==> src/rtl/kts_pkg.sv <==
`timescale 1ns / 1ps
`default_nettype none
package kts_pkg;

  // Item kinds carried on in_tuser
  typedef enum logic [1:0] {
    KIND_SEED = 2'd0,
    KIND_KEY  = 2'd1,
    KIND_RAND = 2'd2
  } kind_t;

  // Seed values used when the hours/minutes word is zero
  localparam logic [15:0] SEED_A_FALLBACK = 16'h8d0e;
  localparam logic [15:0] SEED_B_FALLBACK = 16'h9f81;

  // ASCII codes of interest
  localparam logic [7:0] CHAR_NUL   = 8'd0;
  localparam logic [7:0] CHAR_ETX   = 8'd3;
  localparam logic [7:0] CHAR_BS    = 8'd8;
  localparam logic [7:0] CHAR_LF    = 8'd10;
  localparam logic [7:0] CHAR_CR    = 8'd13;
  localparam logic [7:0] CHAR_SPACE = 8'd32;
  localparam logic [7:0] CHAR_TILDE = 8'd126;
  localparam logic [7:0] DEL_CODE   = 8'd127;
  localparam logic [7:0] CHAR_MAX   = 8'd255;

  // Extended scan codes and the game codes they turn into
  localparam logic [7:0] SCAN_UP     = 8'd72;
  localparam logic [7:0] SCAN_DOWN   = 8'd80;
  localparam logic [7:0] SCAN_LEFT   = 8'd75;
  localparam logic [7:0] SCAN_RIGHT  = 8'd77;
  localparam logic [7:0] SCAN_F1     = 8'd59;
  localparam logic [7:0] SCAN_F10    = 8'd68;
  localparam logic [7:0] GAME_UP     = 8'd129;
  localparam logic [7:0] GAME_DOWN   = 8'd130;
  localparam logic [7:0] GAME_LEFT   = 8'd131;
  localparam logic [7:0] GAME_RIGHT  = 8'd132;
  localparam logic [7:0] FKEY_OFFSET = 8'd74;

  // Translated key with its abort flag
  typedef struct packed {
    logic [7:0] code;
    logic       abort;
  } key_t;

  // One finished result
  typedef struct packed {
    logic [7:0]  key_char;
    logic        abort_request;
    logic [14:0] random_value;
  } res_t;

endpackage
`default_nettype wire

==> src/rtl/kts_keymap.sv <==
`timescale 1ns / 1ps
`default_nettype none
module kts_keymap (
  input  wire logic [15:0]   key_word,
  output kts_pkg::key_t      key_out
);

  logic [7:0] lo;
  logic [7:0] hi;

  assign lo = key_word[7:0];
  assign hi = key_word[15:8];

  // Translate plain ASCII by low byte, extended keys by scan code
  always_comb begin
    key_out.code  = kts_pkg::CHAR_NUL;
    key_out.abort = 1'b0;
    if (lo != kts_pkg::CHAR_NUL) begin
      case (lo) inside
        [kts_pkg::CHAR_SPACE:kts_pkg::CHAR_TILDE]: key_out.code = lo;
        [kts_pkg::DEL_CODE:kts_pkg::CHAR_MAX]:     key_out.code = kts_pkg::CHAR_BS;
        kts_pkg::CHAR_CR, kts_pkg::CHAR_LF:        key_out.code = kts_pkg::CHAR_CR;
        kts_pkg::CHAR_BS:                          key_out.code = kts_pkg::CHAR_BS;
        kts_pkg::CHAR_ETX:                         key_out.abort = 1'b1;
        default:                                   key_out.code = kts_pkg::CHAR_NUL;
      endcase
    end else begin
      case (hi) inside
        kts_pkg::SCAN_UP:    key_out.code = kts_pkg::GAME_UP;
        kts_pkg::SCAN_DOWN:  key_out.code = kts_pkg::GAME_DOWN;
        kts_pkg::SCAN_LEFT:  key_out.code = kts_pkg::GAME_LEFT;
        kts_pkg::SCAN_RIGHT: key_out.code = kts_pkg::GAME_RIGHT;
        [kts_pkg::SCAN_F1:kts_pkg::SCAN_F10]: key_out.code = hi + kts_pkg::FKEY_OFFSET;
        default:             key_out.code = kts_pkg::CHAR_NUL;
      endcase
    end
  end

endmodule
`default_nettype wire

==> src/rtl/kts_seed.sv <==
`timescale 1ns / 1ps
`default_nettype none
module kts_seed (
  input  wire logic            clk,
  input  wire logic            rst_n,
  input  wire logic            advance,
  input  wire kts_pkg::kind_t  kind,
  input  wire kts_pkg::key_t   key_in,
  input  wire logic [15:0]     time_hi,
  input  wire logic [15:0]     time_lo,
  output kts_pkg::res_t        res
);

  logic [15:0] seed_a_r;
  logic [15:0] seed_b_r;
  logic [15:0] seed_a_nxt;
  logic [15:0] seed_b_nxt;
  logic [15:0] key_sum;

  assign key_sum = seed_a_r + {8'd0, key_in.code};

  // Work out the seed update and the result for the item at hand
  always_comb begin
    seed_a_nxt = seed_a_r;
    seed_b_nxt = seed_b_r;
    res        = '0;
    case (kind)
      kts_pkg::KIND_SEED: begin
        if (time_hi == 16'd0) begin
          seed_a_nxt = kts_pkg::SEED_A_FALLBACK;
          seed_b_nxt = kts_pkg::SEED_B_FALLBACK;
        end else begin
          seed_a_nxt = time_hi;
          seed_b_nxt = time_lo;
        end
      end
      kts_pkg::KIND_KEY: begin
        res.key_char      = key_in.code;
        res.abort_request = key_in.abort;
        if (!key_in.abort) begin
          seed_a_nxt = key_sum;
          seed_b_nxt = seed_b_r ^ key_sum;
        end
      end
      kts_pkg::KIND_RAND: begin
        // Shift both seeds right as one 32-bit word pair, fold, swap
        seed_a_nxt       = {1'b0, seed_a_r[15:1]} ^ {seed_a_r[0], seed_b_r[15:1]};
        seed_b_nxt       = seed_a_r;
        res.random_value = seed_a_nxt[14:0];
      end
      default: begin
        res = '0;
      end
    endcase
  end

  // Commit the update when the item moves to the result register
  always_ff @(posedge clk) begin
    if (!rst_n) begin
      seed_a_r <= 16'd0;
      seed_b_r <= 16'd0;
    end else if (advance) begin
      seed_a_r <= seed_a_nxt;
      seed_b_r <= seed_b_nxt;
    end
  end

endmodule
`default_nettype wire

==> src/rtl/key_translate_with_shift_xor_random_core.sv <==
`timescale 1ns / 1ps
`default_nettype none
// Keyboard translator and shift/XOR random source. Each request on the
// input stream (kind in in_tuser) gives exactly one result, in order:
// a seed load, a key translation that also stirs the seeds, or a 15-bit
// random number. The block takes one request per cycle while the result
// side does not stall it. A request is first held in the input register;
// the seed update, a single add or shift/XOR, then lands in the result
// register, which holds the result until it is taken. Back-pressure from
// the result side stalls the input register only once both registers
// hold a request.
module key_translate_with_shift_xor_random_core (
  input  wire logic        clk,
  input  wire logic        rst_n,
  input  wire logic        in_tvalid,
  output logic             in_tready,
  input  wire logic [47:0] in_tdata,  // key_word[15:0], time_hi[31:16], time_lo[47:32]
  input  wire logic [1:0]  in_tuser,  // kind[1:0]
  output logic             out_tvalid,
  input  wire logic        out_tready,
  output logic [23:0]      out_tdata, // key_char[7:0], random_value[22:8], zero[23]
  output logic             out_tuser  // abort_request[0]
);

  logic           s1_valid_r;
  kts_pkg::kind_t s1_kind_r;
  logic [15:0]    s1_key_r;
  logic [15:0]    s1_thi_r;
  logic [15:0]    s1_tlo_r;
  logic           out_valid_r;
  kts_pkg::res_t  out_res_r;
  logic           out_free;
  logic           advance;
  kts_pkg::key_t  key_map;
  kts_pkg::res_t  res_nxt;

  // Move a request forward when the result register is free or drains
  assign out_free  = !out_valid_r || out_tready;
  assign advance   = s1_valid_r && out_free;
  assign in_tready = !s1_valid_r || out_free;

  // Hold the accepted request in the input register
  always_ff @(posedge clk) begin
    if (!rst_n) begin
      s1_valid_r <= 1'b0;
    end else if (in_tready) begin
      s1_valid_r <= in_tvalid;
    end
  end

  always_ff @(posedge clk) begin
    if (in_tready && in_tvalid) begin
      s1_kind_r <= kts_pkg::kind_t'(in_tuser);
      s1_key_r  <= in_tdata[15:0];
      s1_thi_r  <= in_tdata[31:16];
      s1_tlo_r  <= in_tdata[47:32];
    end
  end

  kts_keymap u_keymap (
    .key_word (s1_key_r),
    .key_out  (key_map)
  );

  kts_seed u_seed (
    .clk     (clk),
    .rst_n   (rst_n),
    .advance (advance),
    .kind    (s1_kind_r),
    .key_in  (key_map),
    .time_hi (s1_thi_r),
    .time_lo (s1_tlo_r),
    .res     (res_nxt)
  );

  // Load the result register; drop valid once the result is taken
  always_ff @(posedge clk) begin
    if (!rst_n) begin
      out_valid_r <= 1'b0;
    end else if (out_free) begin
      out_valid_r <= s1_valid_r;
    end
  end

  always_ff @(posedge clk) begin
    if (advance) begin
      out_res_r <= res_nxt;
    end
  end

  assign out_tvalid = out_valid_r;
  assign out_tdata  = {1'b0, out_res_r.random_value, out_res_r.key_char};
  assign out_tuser  = out_res_r.abort_request;

endmodule
`default_nettype wire

==> config.mk <==
export PLATFORM = sky130hd
export DESIGN_NAME = key_translate_with_shift_xor_random_core
export DESIGN_NICKNAME = d
export VERILOG_FILES = /design/src/rtl/kts_pkg.sv /design/src/rtl/kts_keymap.sv /design/src/rtl/kts_seed.sv /design/src/rtl/key_translate_with_shift_xor_random_core.sv
export SDC_FILE = /design/constraint.sdc
export NUM_CORES = 1
export LEC_CHECK = 0
export BUFFER_PORTS_ARGS = -buffer_cell sky130_fd_sc_hd__buf_4
export CORE_MARGIN = 1
export CORE_UTILIZATION = 45
export DETAILED_ROUTE_END_ITERATION = 12
export PLACE_DENSITY = 0.65
export REMOVE_ABC_BUFFERS = 1
export SLEW_MARGIN = 20
export SYNTH_ARGS = -nofsm -noshare
export SYNTH_HDL_FRONTEND = slang
export SYNTH_SLANG_ARGS = --single-unit
==> constraint.sdc <==
create_clock -name clk -period 4.5 [get_ports clk]
set_input_delay 0.225 -clock clk [delete_from_list [all_inputs] [get_ports clk]]
set_output_delay 0.225 -clock clk [all_outputs]
set_load 0.02 [all_outputs]
==> results.sh <==
export IMPL_outcome="complete, no violations"
export IMPL_startpoint_type="flop"
export IMPL_synth_cells=582
export IMPL_worstSkewPairLatency_ns=0.36
export IMPL_clockBufferDepth=2
export IMPL_htreeDepth=3
export IMPL_ctsHoldBuffers=0
export IMPL_first_global_vias=4373
export IMPL_initial_core_util=0.468
export IMPL_route_detailed_wl_per_inst_um=17.7
export IMPL_worstPathRequired_ns=4.76
export IMPL_grt_max_degree=50
export IMPL_fmax_mhz=248
export IMPL_vias=4719
export IMPL_async_flop_share=0
export IMPL_root_buffer="clkbuf_16"
export IMPL_cp_num_buf_inv=0
export IMPL_finalHoldWorstSlack_ns=0.0377
export IMPL_yosys_warnings=0
export IMPL_skew_ns=0.00751
export IMPL_path_cells="nor4bb_1 > a31oi_1 > o31a_1 > a21oi_1 > a2bb2oi_1 > ha_1 > fa_1 > a21oi_1 > o21bai_1 > a32o_1 > o21ai_0 > a31o_1 > a221oi_1"
export IMPL_area_growth_pct=17.5
export IMPL_fin_crit_sh=0.895
export IMPL_powerDensity_nw_per_um2=335
export IMPL_final_cell_count_no_fill=814
export IMPL_fin_nets=708
export IMPL_final_setup_tns_ns=0
export IMPL_drt_iter0_drc=353
export IMPL_ctsResizeCount=0
export IMPL_grt_pass1_wl_um=22900
export IMPL_avgSynthCellArea_um2=9.82
export IMPL_worstHoldPathType="input port to flop"
export IMPL_tightestPinTransition_ns=0.749
export IMPL_synth_cell_types=70
export IMPL_design_core_area_um2=12200
export IMPL_post_cts_buffers=0
export IMPL_die_x_um=115
export IMPL_antenna_found_initial=0
export IMPL_antenna_cells=0
export IMPL_crit_slowest_cell="edfxtp_1"
export IMPL_cts_tree="done"
export IMPL_arrival_ns=4.28
export IMPL_firstDrtPassIters=5
export IMPL_synth_edf_count=73
export IMPL_max_stage_delay_ns=0.51
export IMPL_die_area_um2=13200
export IMPL_layout_min_cycle_time_ns=4.03
export IMPL_port_buffers=78
export IMPL_critPathKind="flop to flop"
export IMPL_ys_seq_area_frac=0.499
export IMPL_die_h_um=115
export IMPL_io_pins=81
export IMPL_fill_cells=1106
export IMPL_drv_slew=0
export IMPL_antenna_left=0
export IMPL_critPathCaptureType="flop"
export IMPL_dp_hpwl_um=10100
export IMPL_synth_top_area_share=0.383
export IMPL_ir_drop_v=0.000204
export IMPL_cp_top_family="compound AO/OA/AOI/OAI gates"
export IMPL_cts_clk_slew_worst_paths_ns=0.07
export IMPL_crit_top_cell="a21oi_1"
export IMPL_ys_top_cells_by_area="edfxtp_1 (38%), dfxtp_1 (12%), nand2_1 (4.3%), xor2_1 (3.4%), a21oi_1 (3.2%)"
export IMPL_grt_ovfl_total=0
export IMPL_wl_um=14400
export IMPL_cts_buffers=9
export IMPL_gp_congestion=0.906
export IMPL_cts_sinks=106
export IMPL_timing_slew_headroom=0.498
export IMPL_rows=40
export IMPL_synth_common_cells="edfxtp_1 (73), nand2_1 (65), nor2_1 (38)"
export IMPL_via_per_inst=5.80
export IMPL_finalSetupViolCount=0
export IMPL_hold_viol_final=0
export IMPL_ys_seq_elements=106
export IMPL_drive_above_1_share=0.173
export IMPL_yosysTopAreaCell="edfxtp_1"
export IMPL_cp_max_fo=8
export IMPL_rsz0062_at_grt="no"
export IMPL_synth_most_common_cell="edfxtp_1"
export IMPL_syn_area_um2=5720
export IMPL_dp_cells=797
export IMPL_maxCapViolCount=0
export IMPL_ys_flop_type="edfxtp_1"
export IMPL_cellLeakagePower_nw=2.61
export IMPL_grtUsageTotal=0.231
export IMPL_post_route_drc_count=0
-- metrics by stage --
| step | instance area [um^2] | power [W] | util | setup WS (ns) |
|---|---|---|---|---|
| after floorplan | 5540 | 0.00134 | - | 0.980 |
| after global placement | 6400 | 0.00146 | 0.524 | 0.717 |
| after detailed placement | 6400 | 0.00147 | 0.524 | 0.542 |
| after CTS | 6700 | 0.00226 | 0.549 | 0.516 |
| after global routing | 6720 | 0.00234 | 0.550 | 0.0573 |
| final | 6720 | 0.00225 | 0.550 | 0.473 |
-- kinds of logic after synthesis --
group / after synthesis / synth area share
muxes: 2 / 0.00350
other: 1 / 0.000656
AOI/OAI and AO/OA: 168 / 0.203
adders and majority gates: 13 / 0.0298
and+or+nand+nor: 204 / 0.179
DFF: 106 / 0.499
xor gates and xnor gates: 26 / 0.0398
buffers and inverters: 62 / 0.0457
-- path summary, 6_finish.rpt --
| path | from | to | slack, ns | depth (start not counted) |
|---|---|---|---|---|
| worst max-delay path | s1_key_r[9] | u_seed.seed_a_r[14] | 0.47 | 13 |
| worst min-delay path | in_tdata[16] | s1_thi_r[0] | 0.04 | 1 |
| worst max register to register | s1_key_r[9] | u_seed.seed_a_r[14] | 0.47 | 13 |
| worst min register to register | u_seed.seed_b_r[4] | u_seed.seed_b_r[4] | 0.48 | 2 |
-- sequential cells by signal, indices dropped and copies added, names as in the netlist --
signal,count
u_seed.seed_b_r,15
s1_kind_r,2
out_tvalid,1
s1_thi_r,16
s1_key_r,16
u_seed.seed_a_r,16
out_tuser,1
s1_tlo_r,15
s1_valid_r,1
out_tdata,23
-- power breakdown --
group / switching (W) / total, W / internal [W] / leakage, nW
Combinational: 0.000182 / 0.000308 / 0.000126 / 1.49
Sequential: 0.0000470 / 0.00115 / 0.00110 / 0.971
Clock: 0.000352 / 0.000799 / 0.000447 / 0.143
-- per-layer routing --
| layer | share of wire | global-route usage |
|---|---|---|
| met1 | 0.47 | 0.326 |
| met2 | 0.45 | 0.345 |
| met3 | 0.058 | 0.0429 |
| met4 | 0.023 | 0.108 |
| met5 | 0 | 0 |
-- placed cells by master, fill, tap and decap left out, drive strengths merged, types with 5 or more instances in the layout --
| cell | synthesis | layout |
|---|---|---|
| a211oi | 10 | 10 |
| a21o | 6 | 6 |
| a21oi | 36 | 36 |
| a221oi | 9 | 9 |
| a311o | 5 | 5 |
| a31oi | 14 | 14 |
| and2 | 20 | 20 |
| and3 | 5 | 5 |
| buf | 12 | 87 |
| clkbuf | 27 | 12 |
| dfxtp | 33 | 33 |
| edfxtp | 73 | 73 |
| ha | 12 | 12 |
| inv | 23 | 23 |
| nand2 | 65 | 65 |
| nand3 | 17 | 17 |
| nand4 | 7 | 7 |
| nor2 | 38 | 38 |
| nor2b | 5 | 5 |
| nor3 | 11 | 11 |
| nor4 | 11 | 11 |
| o211ai | 7 | 7 |
| o21ai | 31 | 31 |
| o31ai | 5 | 5 |
| xor2 | 22 | 22 |
-- area by class of cell --
type / instances / area, um^2 / share of cell area
well taps: 168 / 210 / 0.0313
clock inverters: 4 / 51.3 / 0.00764
clock buffers: 12 / 246 / 0.0367
inverters: 23 / 86.3 / 0.0129
multi-input cells: 414 / 2610 / 0.388
flip-flops and latches: 106 / 2850 / 0.425
repair buffers: 87 / 661 / 0.0984
Power figures use the tool's default switching activity.
